File: src/design/lphs_pkg.sv
package lphs_pkg;

  // Fixed field widths
  localparam int unsigned KEY_W      = 32;
  localparam int unsigned CMD_W      = 2;
  localparam int unsigned STATUS_W   = 3;
  localparam int unsigned SLOT_IDX_W = 4;

  // Default number of slots
  localparam int unsigned TABLE_SIZE = 16;

  // Key bits folded into the home-slot remainder per cycle
  localparam int unsigned HASH_BITS  = 8;

  // Command codes (code 3 is unused and answers not found)
  localparam logic [CMD_W-1:0] CMD_INSERT = 2'd0;
  localparam logic [CMD_W-1:0] CMD_DELETE = 2'd1;
  localparam logic [CMD_W-1:0] CMD_SEARCH = 2'd2;

  typedef enum logic [STATUS_W-1:0] {
    ST_INSERTED  = 3'd0,
    ST_FULL      = 3'd1,
    ST_DELETED   = 3'd2,
    ST_NOT_FOUND = 3'd3,
    ST_FOUND     = 3'd4
  } status_e;

  typedef struct packed {
    logic [CMD_W-1:0] cmd;
    logic [KEY_W-1:0] key_in;
  } req_t;

  typedef struct packed {
    logic [STATUS_W-1:0]   status;
    logic [SLOT_IDX_W-1:0] slot_index;
  } rsp_t;

  // One table entry as stored in the slot memory
  typedef struct packed {
    logic             valid;
    logic [KEY_W-1:0] key;
  } entry_t;

  localparam int unsigned ENTRY_W = $bits(entry_t);

endpackage

File: src/design/lphs_ram.sv
module lphs_ram #(
  parameter int unsigned Width = lphs_pkg::ENTRY_W,
  parameter int unsigned Depth = lphs_pkg::TABLE_SIZE
) (
  input  logic                     clk_i,
  input  logic                     we_i,
  input  logic [$clog2(Depth)-1:0] waddr_i,
  input  logic [Width-1:0]         wdata_i,
  input  logic                     re_i,
  input  logic [$clog2(Depth)-1:0] raddr_i,
  output logic [Width-1:0]         rdata_o
);

  logic [Width-1:0] mem_q [Depth];
  logic [Width-1:0] rdata_q;

  // one write port, one registered read port
  always_ff @(posedge clk_i) begin
    if (we_i) begin
      mem_q[waddr_i] <= wdata_i;
    end
    if (re_i) begin
      rdata_q <= mem_q[raddr_i];
    end
  end

  assign rdata_o = rdata_q;

endmodule

File: src/design/lphs_hash.sv
module lphs_hash #(
  parameter int unsigned TableSize = lphs_pkg::TABLE_SIZE
) (
  input  logic                         clk_i,
  input  logic                         rst_ni,
  input  logic                         start_i,
  input  logic [lphs_pkg::KEY_W-1:0]   key_i,
  output logic                         done_o,
  output logic [$clog2(TableSize)-1:0] home_o
);

  localparam int unsigned AW    = $clog2(TableSize);
  localparam int unsigned Steps = lphs_pkg::KEY_W / lphs_pkg::HASH_BITS;
  localparam int unsigned SW    = (Steps > 1) ? $clog2(Steps) : 1;
  localparam logic [AW:0]    Modulus  = (AW+1)'(TableSize);
  localparam logic [SW-1:0]  LastStep = SW'(Steps - 1);

  logic                       busy_q, busy_d;
  logic                       done_q, done_d;
  logic [SW-1:0]              cnt_q, cnt_d;
  logic [lphs_pkg::KEY_W-1:0] key_q, key_d;
  logic [AW-1:0]              rem_q, rem_d;
  logic [AW-1:0]              rem_nxt;
  logic [AW:0]                trial;

  // long division, MSB first: rem = (2*rem + bit) mod TableSize per bit
  always_comb begin
    rem_nxt = rem_q;
    trial   = '0;
    for (int i = 0; i < int'(lphs_pkg::HASH_BITS); i++) begin
      trial = {rem_nxt, key_q[lphs_pkg::KEY_W-1-i]};
      if (trial >= Modulus) begin
        trial = trial - Modulus;
      end
      rem_nxt = trial[AW-1:0];
    end
  end

  // step sequencing
  always_comb begin
    busy_d = busy_q;
    done_d = 1'b0;
    cnt_d  = cnt_q;
    key_d  = key_q;
    rem_d  = rem_q;
    if (start_i) begin
      busy_d = 1'b1;
      cnt_d  = '0;
      key_d  = key_i;
      rem_d  = '0;
    end else if (busy_q) begin
      rem_d = rem_nxt;
      key_d = key_q << lphs_pkg::HASH_BITS;
      cnt_d = cnt_q + 1'b1;
      if (cnt_q == LastStep) begin
        busy_d = 1'b0;
        done_d = 1'b1;
      end
    end
  end

  always_ff @(posedge clk_i or negedge rst_ni) begin
    if (!rst_ni) begin
      busy_q <= 1'b0;
      done_q <= 1'b0;
      cnt_q  <= '0;
    end else begin
      busy_q <= busy_d;
      done_q <= done_d;
      cnt_q  <= cnt_d;
    end
  end

  always_ff @(posedge clk_i) begin
    key_q <= key_d;
    rem_q <= rem_d;
  end

  assign done_o = done_q;
  assign home_o = rem_q;

endmodule

File: src/design/linear_probe_hash_set_core.sv
// Hash set of 32-bit keys with open addressing and linear probing over TableSize slots,
// each slot a valid bit plus key held in one single-port-read slot memory. The home slot
// is key mod TableSize, found by a remainder unit that folds 8 key bits per cycle. Insert
// takes the first empty slot from home, delete clears the first matching slot, search
// reports it; duplicates are allowed and a miss walks the whole ring. The probe streams
// one memory read per cycle; the unused command answers "not found". slot_index carries
// the low 4 bits of the slot number and is zero on full or not found. After reset a
// clearing pass writes every slot empty, during which req_stall_o stays high. One
// request is worked at a time; the response register lets the next request in while a
// response still waits on rsp_stall_i.
module linear_probe_hash_set_core #(
  parameter int unsigned TableSize = lphs_pkg::TABLE_SIZE
) (
  input  logic           clk_i,
  input  logic           rst_ni,
  input  logic           req_valid_i,
  output logic           req_stall_o,
  input  lphs_pkg::req_t req_i,
  output logic           rsp_valid_o,
  input  logic           rsp_stall_i,
  output lphs_pkg::rsp_t rsp_o
);

  localparam int unsigned AW = $clog2(TableSize);
  localparam int unsigned CW = $clog2(TableSize + 1);
  localparam logic [AW-1:0] LastIdx = AW'(TableSize - 1);
  localparam logic [CW-1:0] CntLast = CW'(TableSize - 1);

  typedef enum logic [4:0] {
    S_CLEAR = 5'b00001,
    S_IDLE  = 5'b00010,
    S_HASH  = 5'b00100,
    S_PROBE = 5'b01000,
    S_DONE  = 5'b10000
  } state_e;

  state_e                          state_q, state_d;
  logic [AW-1:0]                   clr_ptr_q, clr_ptr_d;
  logic [lphs_pkg::CMD_W-1:0]      cmd_q, cmd_d;
  logic [lphs_pkg::KEY_W-1:0]      key_q, key_d;
  logic [AW-1:0]                   ptr_q, ptr_d;
  logic [CW-1:0]                   issued_q, issued_d;
  logic                            chk_v_q, chk_v_d;
  logic [AW-1:0]                   chk_ptr_q, chk_ptr_d;
  logic                            chk_last_q, chk_last_d;
  lphs_pkg::rsp_t                  res_q, res_d;
  logic                            rsp_valid_q, rsp_valid_d;
  lphs_pkg::rsp_t                  rsp_q, rsp_d;

  logic                            mem_we, mem_re;
  logic [AW-1:0]                   mem_waddr;
  lphs_pkg::entry_t                mem_wdata;
  logic [lphs_pkg::ENTRY_W-1:0]    mem_rdata;
  lphs_pkg::entry_t                rd_entry;

  logic                            hash_start, hash_done;
  logic [AW-1:0]                   hash_home;
  logic                            want_empty, hit;

  lphs_hash #(
    .TableSize(TableSize)
  ) u_hash (
    .clk_i  (clk_i),
    .rst_ni (rst_ni),
    .start_i(hash_start),
    .key_i  (req_i.key_in),
    .done_o (hash_done),
    .home_o (hash_home)
  );

  lphs_ram #(
    .Width(lphs_pkg::ENTRY_W),
    .Depth(TableSize)
  ) u_slots (
    .clk_i  (clk_i),
    .we_i   (mem_we),
    .waddr_i(mem_waddr),
    .wdata_i(mem_wdata),
    .re_i   (mem_re),
    .raddr_i(ptr_q),
    .rdata_o(mem_rdata)
  );

  // probe compare on the entry read last cycle
  assign rd_entry   = lphs_pkg::entry_t'(mem_rdata);
  assign want_empty = (cmd_q == lphs_pkg::CMD_INSERT);
  assign hit = chk_v_q && (want_empty ? !rd_entry.valid
                                      : (rd_entry.valid && (rd_entry.key == key_q)));

  // control
  always_comb begin
    state_d     = state_q;
    clr_ptr_d   = clr_ptr_q;
    cmd_d       = cmd_q;
    key_d       = key_q;
    ptr_d       = ptr_q;
    issued_d    = issued_q;
    chk_v_d     = chk_v_q;
    chk_ptr_d   = chk_ptr_q;
    chk_last_d  = chk_last_q;
    res_d       = res_q;
    rsp_valid_d = rsp_valid_q;
    rsp_d       = rsp_q;
    mem_we      = 1'b0;
    mem_re      = 1'b0;
    mem_waddr   = chk_ptr_q;
    mem_wdata   = '0;
    hash_start  = 1'b0;

    // response taken downstream
    if (rsp_valid_q && !rsp_stall_i) begin
      rsp_valid_d = 1'b0;
    end

    unique case (state_q)
      S_CLEAR: begin
        mem_we    = 1'b1;
        mem_waddr = clr_ptr_q;
        clr_ptr_d = clr_ptr_q + 1'b1;
        if (clr_ptr_q == LastIdx) begin
          state_d = S_IDLE;
        end
      end
      S_IDLE: begin
        if (req_valid_i) begin
          cmd_d = req_i.cmd;
          key_d = req_i.key_in;
          if (req_i.cmd == lphs_pkg::CMD_INSERT || req_i.cmd == lphs_pkg::CMD_DELETE ||
              req_i.cmd == lphs_pkg::CMD_SEARCH) begin
            hash_start = 1'b1;
            state_d    = S_HASH;
          end else begin
            res_d.status     = lphs_pkg::ST_NOT_FOUND;
            res_d.slot_index = '0;
            state_d          = S_DONE;
          end
        end
      end
      S_HASH: begin
        if (hash_done) begin
          ptr_d    = hash_home;
          issued_d = '0;
          chk_v_d  = 1'b0;
          state_d  = S_PROBE;
        end
      end
      S_PROBE: begin
        if (hit) begin
          // update the slot on insert or delete and report it
          res_d.slot_index = lphs_pkg::SLOT_IDX_W'(chk_ptr_q);
          if (cmd_q == lphs_pkg::CMD_INSERT) begin
            mem_we          = 1'b1;
            mem_wdata.valid = 1'b1;
            mem_wdata.key   = key_q;
            res_d.status    = lphs_pkg::ST_INSERTED;
          end else if (cmd_q == lphs_pkg::CMD_DELETE) begin
            mem_we          = 1'b1;
            mem_wdata.valid = 1'b0;
            mem_wdata.key   = key_q;
            res_d.status    = lphs_pkg::ST_DELETED;
          end else begin
            res_d.status    = lphs_pkg::ST_FOUND;
          end
          chk_v_d = 1'b0;
          state_d = S_DONE;
        end else if (chk_v_q && chk_last_q) begin
          // whole ring visited
          res_d.status     = want_empty ? lphs_pkg::ST_FULL : lphs_pkg::ST_NOT_FOUND;
          res_d.slot_index = '0;
          chk_v_d          = 1'b0;
          state_d          = S_DONE;
        end else begin
          // issue next slot read, wrapping around the ring
          mem_re     = 1'b1;
          chk_v_d    = 1'b1;
          chk_ptr_d  = ptr_q;
          chk_last_d = (issued_q == CntLast);
          ptr_d      = (ptr_q == LastIdx) ? '0 : ptr_q + 1'b1;
          issued_d   = issued_q + 1'b1;
        end
      end
      S_DONE: begin
        if (!rsp_valid_q || !rsp_stall_i) begin
          rsp_valid_d = 1'b1;
          rsp_d       = res_q;
          state_d     = S_IDLE;
        end
      end
      default: begin
        state_d = S_IDLE;
      end
    endcase
  end

  always_ff @(posedge clk_i or negedge rst_ni) begin
    if (!rst_ni) begin
      state_q     <= S_CLEAR;
      clr_ptr_q   <= '0;
      issued_q    <= '0;
      chk_v_q     <= 1'b0;
      rsp_valid_q <= 1'b0;
    end else begin
      state_q     <= state_d;
      clr_ptr_q   <= clr_ptr_d;
      issued_q    <= issued_d;
      chk_v_q     <= chk_v_d;
      rsp_valid_q <= rsp_valid_d;
    end
  end

  always_ff @(posedge clk_i) begin
    cmd_q      <= cmd_d;
    key_q      <= key_d;
    ptr_q      <= ptr_d;
    chk_ptr_q  <= chk_ptr_d;
    chk_last_q <= chk_last_d;
    res_q      <= res_d;
    rsp_q      <= rsp_d;
  end

  assign req_stall_o = (state_q != S_IDLE);
  assign rsp_valid_o = rsp_valid_q;
  assign rsp_o       = rsp_q;

endmodule

File: config.mk
export PLATFORM = sky130hd
export DESIGN_NAME = linear_probe_hash_set_core
export DESIGN_NICKNAME = d
export VERILOG_FILES = /design/src/design/lphs_pkg.sv /design/src/design/lphs_ram.sv /design/src/design/lphs_hash.sv /design/src/design/linear_probe_hash_set_core.sv
export SDC_FILE = /design/constraint.sdc
export NUM_CORES = 1
export LEC_CHECK = 0
export BUFFER_PORTS_ARGS = -buffer_cell sky130_fd_sc_hd__buf_2
export CORE_MARGIN = 8
export CORE_UTILIZATION = 35
export DETAILED_ROUTE_END_ITERATION = 8
export SYNTH_ARGS = -nofsm -noshare
export SYNTH_HDL_FRONTEND = slang
export SYNTH_SLANG_ARGS = --single-unit
File: constraint.sdc
create_clock -name clk_i -period 4.4 [get_ports clk_i]
set_input_delay 0.44 -clock clk_i [delete_from_list [all_inputs] [get_ports clk_i]]
set_output_delay 0.44 -clock clk_i [all_outputs]
set_load 0.02 [all_outputs]
## After elaboration in Yosys (flattened, before gate mapping)

Memory sizes are Yosys's and may differ from the RTL's. A register that Yosys moved wholly into a read port is not among the register bits.
Cells that the tools add are included.

- $lt $le $gt $ge: 8
- Muxes and demuxes: 66
- Eq/ne operators: 22
- Add/sub/neg operators: 12
- Bitwise logic cells: 2
- Reductions and logical operators: 22

Operators with widths:

| operator | count |
|---|---|
| 33-bit two-way mux | 3 |
| 32-bit two-way mux | 3 |
| 4-bit two-way mux | 13 |
| 5-bit two-way mux | 10 |
| 5-bit >= comparator, second input constant | 8 |
| 32-bit equality test | 1 |
| 4-bit by 1-bit subtractor with 4-bit output, second input constant | 8 |
| 7-bit two-way mux | 4 |
| 5-bit case mux with 5 select lines | 1 |
| 1-bit two-way mux | 22 |
| 7-bit case mux with 2 select lines | 1 |
| 2-bit != test, second input constant | 6 |
| 5-bit by 4-bit equality test with 1-bit output, second input constant | 2 |
| 5-bit case mux with 2 select lines | 1 |
| 4-bit by 1-bit adder with 4-bit output, second input constant | 2 |
| 4-bit equality test, second input constant | 2 |
| 4-bit case mux with 2 select lines | 1 |
| 4-bit AND reduction | 2 |
| 2-bit two-way mux | 3 |
| 3-bit two-way mux | 2 |
| 2-bit AND reduction | 3 |
| 2-bit nonzero test | 3 |
| 5-bit by 1-bit adder with 5-bit output, second input constant | 1 |
| 5-bit by 1-bit equality test with 1-bit output, second input constant | 1 |
| 17 further kinds | 29 |

- Bits of input ports: 38
- Bits in registers: 113
- Logic and storage cells: 152
- Memories: 1
- Memory bits (writable): 528

Memories:

| memory | words | width | read ports | clocked after Yosys merged registers in | wr ports | line | source |
|---|---|---|---|---|---|---|---|
| u_slots.mem_q | 16 | 33 | 1 | 1 | 1 | lphs_ram.sv:14 | `logic [Width-1:0] mem_q [Depth];` |

## Logic depth before layout (Yosys ltp)

- Word-level depth: 16
- Depth in mapped cells: 8
- Depth with buffers taken out: 6

## By module

From an unflattened synthesis, not the netlist that was laid out.

- Cell total of the unflattened synthesis: 1236
- Area, all modules: 25459.4 um^2

By module, submodules not included:

| module | area each (um^2) | seq. area each (um^2) | cells an instance | instances |
|---|---|---|---|---|
| lphs_ram | 20960.1 | 16846.2 | 864 | 1 |
| linear_probe_hash_set_core | 3492.1 | 2113.3 | 311 | 1 |
| lphs_hash | 1007.2 | 660.6 | 61 | 1 |

## Worst setup path after synthesis

Ideal clock, no wire load.

- Path type: register to register
- Start point: reg state_q[2]
- End point: reg u_hash.key_q[0] in the netlist's numbering (enable)
- Stages on the path, launching flop included: 7
- Buffers on the path: 1
- Arrival time: 3.696 ns
- Library setup time: 0.372 ns
- Path slack: 0.333 ns
- Cell sequence: dfrtp_1 > nor3_1 > nand3b_1 > nor2_1 > nand2_1 > buf_2 > nand2_1

- Longest elaborated chain between the ends: 3

RTL lines:

| what | line | source |
|---|---|---|
| start, declared | linear_probe_hash_set_core.sv:37 | `state_e state_q, state_d;` |
| start signal, assigned | linear_probe_hash_set_core.sv:203 | `state_q <= state_d;` |
| 5-bit by 2-bit equality test with 1-bit output | linear_probe_hash_set_core.sv:115 | `unique case (state_q)` |
| 1-bit two-way mux | linear_probe_hash_set_core.sv:115 |  |
| 2-bit nonzero test (no source line) | - |  |
| end signal, assigned | lphs_hash.sv:75 | `key_q <= key_d;` |
| end, declared | lphs_hash.sv:21 | `logic [lphs_pkg::KEY_W-1:0] key_q, key_d;` |

Every way passes these cells.
A chain may end at the register's enable or synchronous reset.

## Worst setup path after layout

- Start point: reg u_slots.rdata_q[30], in the netlist u_slots.rdata_o[30] (read register of u_slots.mem_q)
- End point: mem u_slots.mem_q[14][27] in the netlist's numbering (enable)

- Longest elaborated chain between the ends: 8

RTL lines:

| what | line | source |
|---|---|---|
| start, declared | lphs_ram.sv:15 | `logic [Width-1:0] rdata_q;` |
| 32-bit equality test | linear_probe_hash_set_core.sv:88 | `: (rd_entry.valid && (rd_entry.key == key_q)));` |
| 1-bit logical AND | linear_probe_hash_set_core.sv:88 |  |
| 1-bit two-way mux | linear_probe_hash_set_core.sv:87 | `assign hit = chk_v_q && (want_empty ? !rd_entry.valid` |
| 1-bit logical AND | linear_probe_hash_set_core.sv:87 |  |
| 1-bit two-way mux | linear_probe_hash_set_core.sv:148 | `if (hit) begin` |
| 1-bit case mux with 2 select lines | linear_probe_hash_set_core.sv:115 |  |
| 1-bit two-way mux | lphs_ram.sv:19 | `if (we_i) begin` |
| 1-bit two-way mux (implied by the code) | lphs_ram.sv:20 | `mem_q[waddr_i] <= wdata_i;` |
| end, declared | lphs_ram.sv:14 |  |

Every way passes these cells.

==> flow_summary.html <==
<table>
<tr><th>Metric</th><th>Value</th></tr>
<tr><th colspan="2">Clock tree</th></tr>
<tr><td>Clock network latency to the later pin of the worst-skew pair</td><td>0.61 ns</td></tr>
<tr><td>CTS Buffer Depth</td><td>3</td></tr>
<tr><td>Number of cells upsized or downsized after cts</td><td>0</td></tr>
<tr><td>Count of H-tree levels built during CTS</td><td>3</td></tr>
<tr><td>Clock Sinks</td><td>658</td></tr>
<tr><td>Clock root buffer</td><td>sky130_fd_sc_hd__clkbuf_16</td></tr>
<tr><td>Clock transition time at the flip-flop clock pins of the worst setup and hold paths</td><td>0.06 ns</td></tr>
<tr><td>CTS buffer count</td><td>69</td></tr>
<tr><td>TritonCTS clock tree</td><td>done</td></tr>
<tr><th colspan="2">Worst hold path</th></tr>
<tr><td>End point of the most critical hold path</td><td>key_q[7]</td></tr>
<tr><td>Critical hold path startpoint</td><td>req_i[7]</td></tr>
<tr><td>Worst hold path stage count</td><td>1</td></tr>
<tr><td>HP Class</td><td>in -&gt; reg</td></tr>
<tr><th colspan="2">Outcome</th></tr>
<tr><td>Run status</td><td>completed</td></tr>
<tr><th colspan="2">Timing</th></tr>
<tr><td>Worst-margin pin slew</td><td>around 1.3 ns</td></tr>
<tr><td>Max transition margin</td><td>13.88%</td></tr>
<tr><td>Peak Freq</td><td>258.0 MHz</td></tr>
<tr><td>Setup slack after layout</td><td>approximately 0.52 ns</td></tr>
<tr><td>Fin. max-slew vios</td><td>0</td></tr>
<tr><td>Post-route worst hold slack</td><td>~0.055 ns</td></tr>
<tr><td>Accumulated negative setup slack</td><td>0 ns</td></tr>
<tr><td>RSZ-0062 raised after global routing</td><td>no</td></tr>
<tr><td>Shortest clock period the worst path allows after layout</td><td>approximately 3.9 ns</td></tr>
<tr><td>Final worst-path cycle share</td><td>between 80% and 90%</td></tr>
<tr><td>Total count of hold-check failures in the final report</td><td>0</td></tr>
<tr><td>Fin Clk Skew</td><td>between 0.02 and 0.03 ns</td></tr>
<tr><td>Final setup violating endpoints</td><td>0</td></tr>
<tr><th colspan="2">Routing</th></tr>
<tr><td>Post-detailed-route via-to-cell ratio</td><td>5.325</td></tr>
<tr><td>Count of vias placed by the detailed router</td><td>between 10000 and 15000</td></tr>
<tr><td>Amount of wire on met2 after detailed routing</td><td>between 20000 and 30000 µm</td></tr>
<tr><td>Drt first pass iters</td><td>5</td></tr>
<tr><td>Met3 layer wire length in the routed design</td><td>~3700 µm</td></tr>
<tr><td>Detailed-route DRC error count</td><td>0</td></tr>
<tr><td>Top Layer Used</td><td>met4</td></tr>
<tr><td>Count of routing violations after the opening detailed-route iteration</td><td>~1200</td></tr>
<tr><td>Number of antenna-violating nets in the routed design</td><td>0</td></tr>
<tr><td>Avg WL per Cell</td><td>about 24 µm</td></tr>
<tr><td>Wire length reported by the detailed router</td><td>about 60000 µm</td></tr>
<tr><td>Sum of routed wire segments on met1</td><td>27110 µm</td></tr>
<tr><th colspan="2">Worst setup path</th></tr>
<tr><td>Reg2reg path depth</td><td>7</td></tr>
<tr><td>Worst Path Arrival</td><td>between 4 and 5 ns</td></tr>
<tr><td>Crit path capture type</td><td>register</td></tr>
<tr><td>Worst Setup Path Type</td><td>reg -&gt; reg</td></tr>
<tr><td>Register-to-Register Setup Slack</td><td>approximately 0.52 ns</td></tr>
<tr><td>CP Data Required Time</td><td>approximately 4.6 ns</td></tr>
<tr><td>Critical Path Fanout Max</td><td>33</td></tr>
<tr><td>Reg2reg start</td><td>u_slots.rdata_o[30]</td></tr>
<tr><td>R2r endpoint</td><td>u_slots.mem_q[14][27]</td></tr>
<tr><td>Worst setup SP type</td><td>register</td></tr>
<tr><th colspan="2">Place</th></tr>
<tr><td>GPL Wtd Cong</td><td>~0.77</td></tr>
<tr><td>PortBufs</td><td>46</td></tr>
<tr><td>Estimated wirelength of the detail-placed design</td><td>about 36000 µm</td></tr>
<tr><td>Placed cell areas</td><td>27300 µm²</td></tr>
<tr><td>Pre-CTS WS</td><td>0.6398 ns</td></tr>
<tr><th colspan="2">Cells and area</th></tr>
<tr><td>Final layout net count</td><td>1499</td></tr>
<tr><td>Layout overhead on the synthesized area</td><td>15.43%</td></tr>
<tr><td>Proportion of layout cells with a drive suffix above 1</td><td>between 20% and 30%</td></tr>
<tr><td>Fill cells</td><td>6511</td></tr>
<tr><td>Final instance area</td><td>approximately 29000 µm²</td></tr>
<tr><th colspan="2">Synthesis</th></tr>
<tr><td>Share of async-settable or async-resettable flops after synthesis</td><td>slightly above 3%</td></tr>
<tr><td>Number of synthesized register bits</td><td>658</td></tr>
<tr><td>Dominant register cell in the synthesized netlist</td><td>sky130_fd_sc_hd__edfxtp_1</td></tr>
<tr><td>Netlist Area Pre-Place</td><td>around 26000 µm²</td></tr>
<tr><td>Post-synthesis instance total</td><td>~1400</td></tr>
<tr><td>Number of different library cells in the post-synthesis netlist</td><td>52</td></tr>
<tr><td>Syn Nets</td><td>between 1000 and 1500</td></tr>
<tr><td>Register area share after synthesis</td><td>approximately 77%</td></tr>
<tr><td>Number of enable-type register cells in the synthesized netlist</td><td>634</td></tr>
<tr><td>Count of yosys warnings during synthesis</td><td>0</td></tr>
<tr><td>Per-instance average area after synthesis</td><td>approximately 19 µm²</td></tr>
<tr><th colspan="2">GRT</th></tr>
<tr><td>First-pass GRT wire length</td><td>slightly below 90000 µm</td></tr>
<tr><td>Remaining Overflow, GRT</td><td>0</td></tr>
<tr><td>Pin count of the biggest net entering global routing</td><td>54</td></tr>
<tr><td>Initial antenna violation count</td><td>1</td></tr>
<tr><td>Global-route usage over all layers</td><td>14.46%</td></tr>
<tr><td>Vias in the first global route</td><td>roughly 13000</td></tr>
<tr><th colspan="2">Power and ir drop</th></tr>
<tr><td>Max IR drop VDD</td><td>0.2877 mV</td></tr>
<tr><td>Power density normalized to cell area</td><td>about 450 nW/µm²</td></tr>
<tr><td>Standby leakage power</td><td>8.630 nW</td></tr>
<tr><th colspan="2">Die</th></tr>
<tr><td>Core Box Area</td><td>between 70000 and 80000 µm²</td></tr>
<tr><td>Top-level I/O count</td><td>between 40 and 50</td></tr>
<tr><td>Number of rows in the core area</td><td>just under 100</td></tr>
<tr><td>Die boundary height</td><td>between 200 and 300 µm</td></tr>
<tr><td>Die Span X</td><td>286.1 µm</td></tr>
<tr><td>Initial Utilization</td><td>a little over a third</td></tr>
<tr><td>Area enclosed by the die boundary</td><td>81860 µm²</td></tr>
<tr><th colspan="2">Flow run</th></tr>
<tr><td>Reported max-cap violation count</td><td>0</td></tr>
</table>
==> routing by layer <==
| metal | GRT usage (%) | up-vias |
|---|---|---|
| met4 | 3.957 | 0 |
| met2 | 22.49 | 439 |
| met1 | 20.67 | 6924 |
| met3 | 2.839 | 95 |
| li1 | - | 5699 |
| met5 | 0 | - |
==> worst max-delay path by stage <==
stage	start	to	slack, ns	depth (start not counted)
after floorplan	state_q[2]	u_hash.key_q[0]	0.33	6
after global placement	u_slots.rdata_o[30]	u_slots.mem_q[14][28]	0.66	7
after detailed placement	u_slots.rdata_o[30]	u_slots.mem_q[14][23]	0.64	7
after CTS	u_slots.rdata_o[30]	u_slots.mem_q[14][27]	0.63	7
after global routing	u_slots.rdata_o[30]	u_slots.mem_q[14][23]	0.46	7
final	u_slots.rdata_o[30]	u_slots.mem_q[14][27]	0.52	7
==> state kept, by name, summed over array words and instances (netlist names), 2 cells and up <==
| name | count |
|---|---|
| u_hash.key_q | 16 |
| state_q | 5 |
| u_hash.home_o | 4 |
| chk_ptr_q | 4 |
| ptr_q | 4 |
| u_slots.mem_q | 528 |
| clr_ptr_q | 4 |
| u_slots.rdata_o | 33 |
| res_q | 7 |
| issued_q | 5 |
| rsp_o | 7 |
| u_hash.cnt_q | 2 |
| key_q | 32 |
| cmd_q | 2 |
==> cell usage after synthesis (2+ instances only) <==
cell type                  number  share of area, %
sky130_fd_sc_hd__xor2_1        29              0.99
sky130_fd_sc_hd__xnor2_1        8              0.27
sky130_fd_sc_hd__a31oi_1        7              0.17
sky130_fd_sc_hd__a211oi_1       2             0.059
sky130_fd_sc_hd__nor3b_1        2             0.059
sky130_fd_sc_hd__nor2b_1        6              0.15
sky130_fd_sc_hd__a21oi_1       23              0.45
sky130_fd_sc_hd__ha_1           5              0.24
sky130_fd_sc_hd__and2_1         6              0.15
sky130_fd_sc_hd__a21o_1         2             0.059
sky130_fd_sc_hd__nand3_1        6              0.12
sky130_fd_sc_hd__dfrtp_1       19               1.9
sky130_fd_sc_hd__nand2_1       88               1.3
sky130_fd_sc_hd__buf_6          3              0.13
sky130_fd_sc_hd__nand3b_1       3             0.088
sky130_fd_sc_hd__nand4_1        3             0.074
sky130_fd_sc_hd__o211ai_1       2             0.059
sky130_fd_sc_hd__a221oi_1      66               2.3
sky130_fd_sc_hd__nor3_1         5             0.098
sky130_fd_sc_hd__nor4_1         6              0.15
sky130_fd_sc_hd__a22oi_1       33              0.97
sky130_fd_sc_hd__mux2i_1      137               5.4
sky130_fd_sc_hd__nand2b_1       2             0.049
sky130_fd_sc_hd__nor2_1        18              0.26
sky130_fd_sc_hd__and2_2        28              0.82
sky130_fd_sc_hd__buf_4          4              0.12
sky130_fd_sc_hd__buf_2         28              0.55
sky130_fd_sc_hd__inv_1          8              0.12
sky130_fd_sc_hd__mux4_2        66               5.8
sky130_fd_sc_hd__o31ai_1        2             0.059
sky130_fd_sc_hd__buf_1          5             0.074
sky130_fd_sc_hd__and3_1         8              0.20
sky130_fd_sc_hd__or4_1          2             0.059
sky130_fd_sc_hd__o21ai_0       41              0.80
sky130_fd_sc_hd__clkbuf_1      30              0.44
sky130_fd_sc_hd__dfxtp_1        4              0.31
sky130_fd_sc_hd__edfxtp_1     634                75
sky130_fd_sc_hd__o22ai_1        3             0.074
==> stage by stage <==
step,std cells,util [%],total power [mW]
after detailed placement,2343,37.61,7.928
after global placement,2343,37.61,7.907
after global routing,2470,40.60,13.80
after CTS,2470,40.60,13.49
final,2471,40.61,13.37
after floorplan,1358,-,7.687
==> cell usage in the layout (no fill, tap or decap), types with 13 or more instances in the layout <==
cell,instances
sky130_fd_sc_hd__a221oi_1,66
sky130_fd_sc_hd__clkbuf_1,22
sky130_fd_sc_hd__clkbuf_16,72
sky130_fd_sc_hd__o21ai_0,41
sky130_fd_sc_hd__nor2_1,16
sky130_fd_sc_hd__and2_2,29
sky130_fd_sc_hd__buf_4,43
sky130_fd_sc_hd__mux4_2,66
sky130_fd_sc_hd__a21oi_4,16
sky130_fd_sc_hd__mux2i_1,137
sky130_fd_sc_hd__buf_2,46
sky130_fd_sc_hd__a22oi_1,33
sky130_fd_sc_hd__nand2_1,88
sky130_fd_sc_hd__clkinv_1,13
sky130_fd_sc_hd__dfrtp_1,19
sky130_fd_sc_hd__xor2_1,29
sky130_fd_sc_hd__edfxtp_1,634
==> what timing repair did <==
| item | in CTS | in global routing |
|---|---|---|
| setup buffers | 0 | 0 |
| hold buffers | 1 | 0 |
| hold endpoints to repair | 19 | 0 |
==> worst max-delay path, cell delays in order, from the launching register on <==
cell and delay (ns):
sky130_fd_sc_hd__edfxtp_1 0.38, sky130_fd_sc_hd__xor2_1 0.17, sky130_fd_sc_hd__nor4_1 0.95, sky130_fd_sc_hd__nand4_1 0.34, sky130_fd_sc_hd__nor4_4 0.32, sky130_fd_sc_hd__o21ai_0 0.47, sky130_fd_sc_hd__a21oi_4 0.28, sky130_fd_sc_hd__buf_4 0.56
==> cell families after synthesis <==
family	Yosys count	share of synthesized area (%)
compound gates	185	5.096
fa+ha+maj	5	0.2450
buf+inv	79	1.445
mux	203	11.19
xor+xnor	37	1.269
flops	658	76.83
simple gates	191	3.920
==> power by group <==
part           internal [mW]  switching [mW]
clock                   3.24            2.33
sequential              7.06           0.124
combinational          0.204           0.410
total                   10.5            2.86
==> layout make-up <==
class | instances | area (µm²) | area share [%]
flip-flops and latches | 658 | 19620 | 66.56
multi-input cells | 621 | 5751 | 19.51
clock buffers | 97 | 1926 | 6.533
well taps | 959 | 1200 | 4.071
repair buffers | 97 | 703.2 | 2.386
clock inverters | 29 | 240.2 | 0.8150
inverters | 9 | 33.78 | 0.1146
diodes | 1 | 2.502 | 0.008490
No activity file was read; power rests on OpenSTA's default activity.
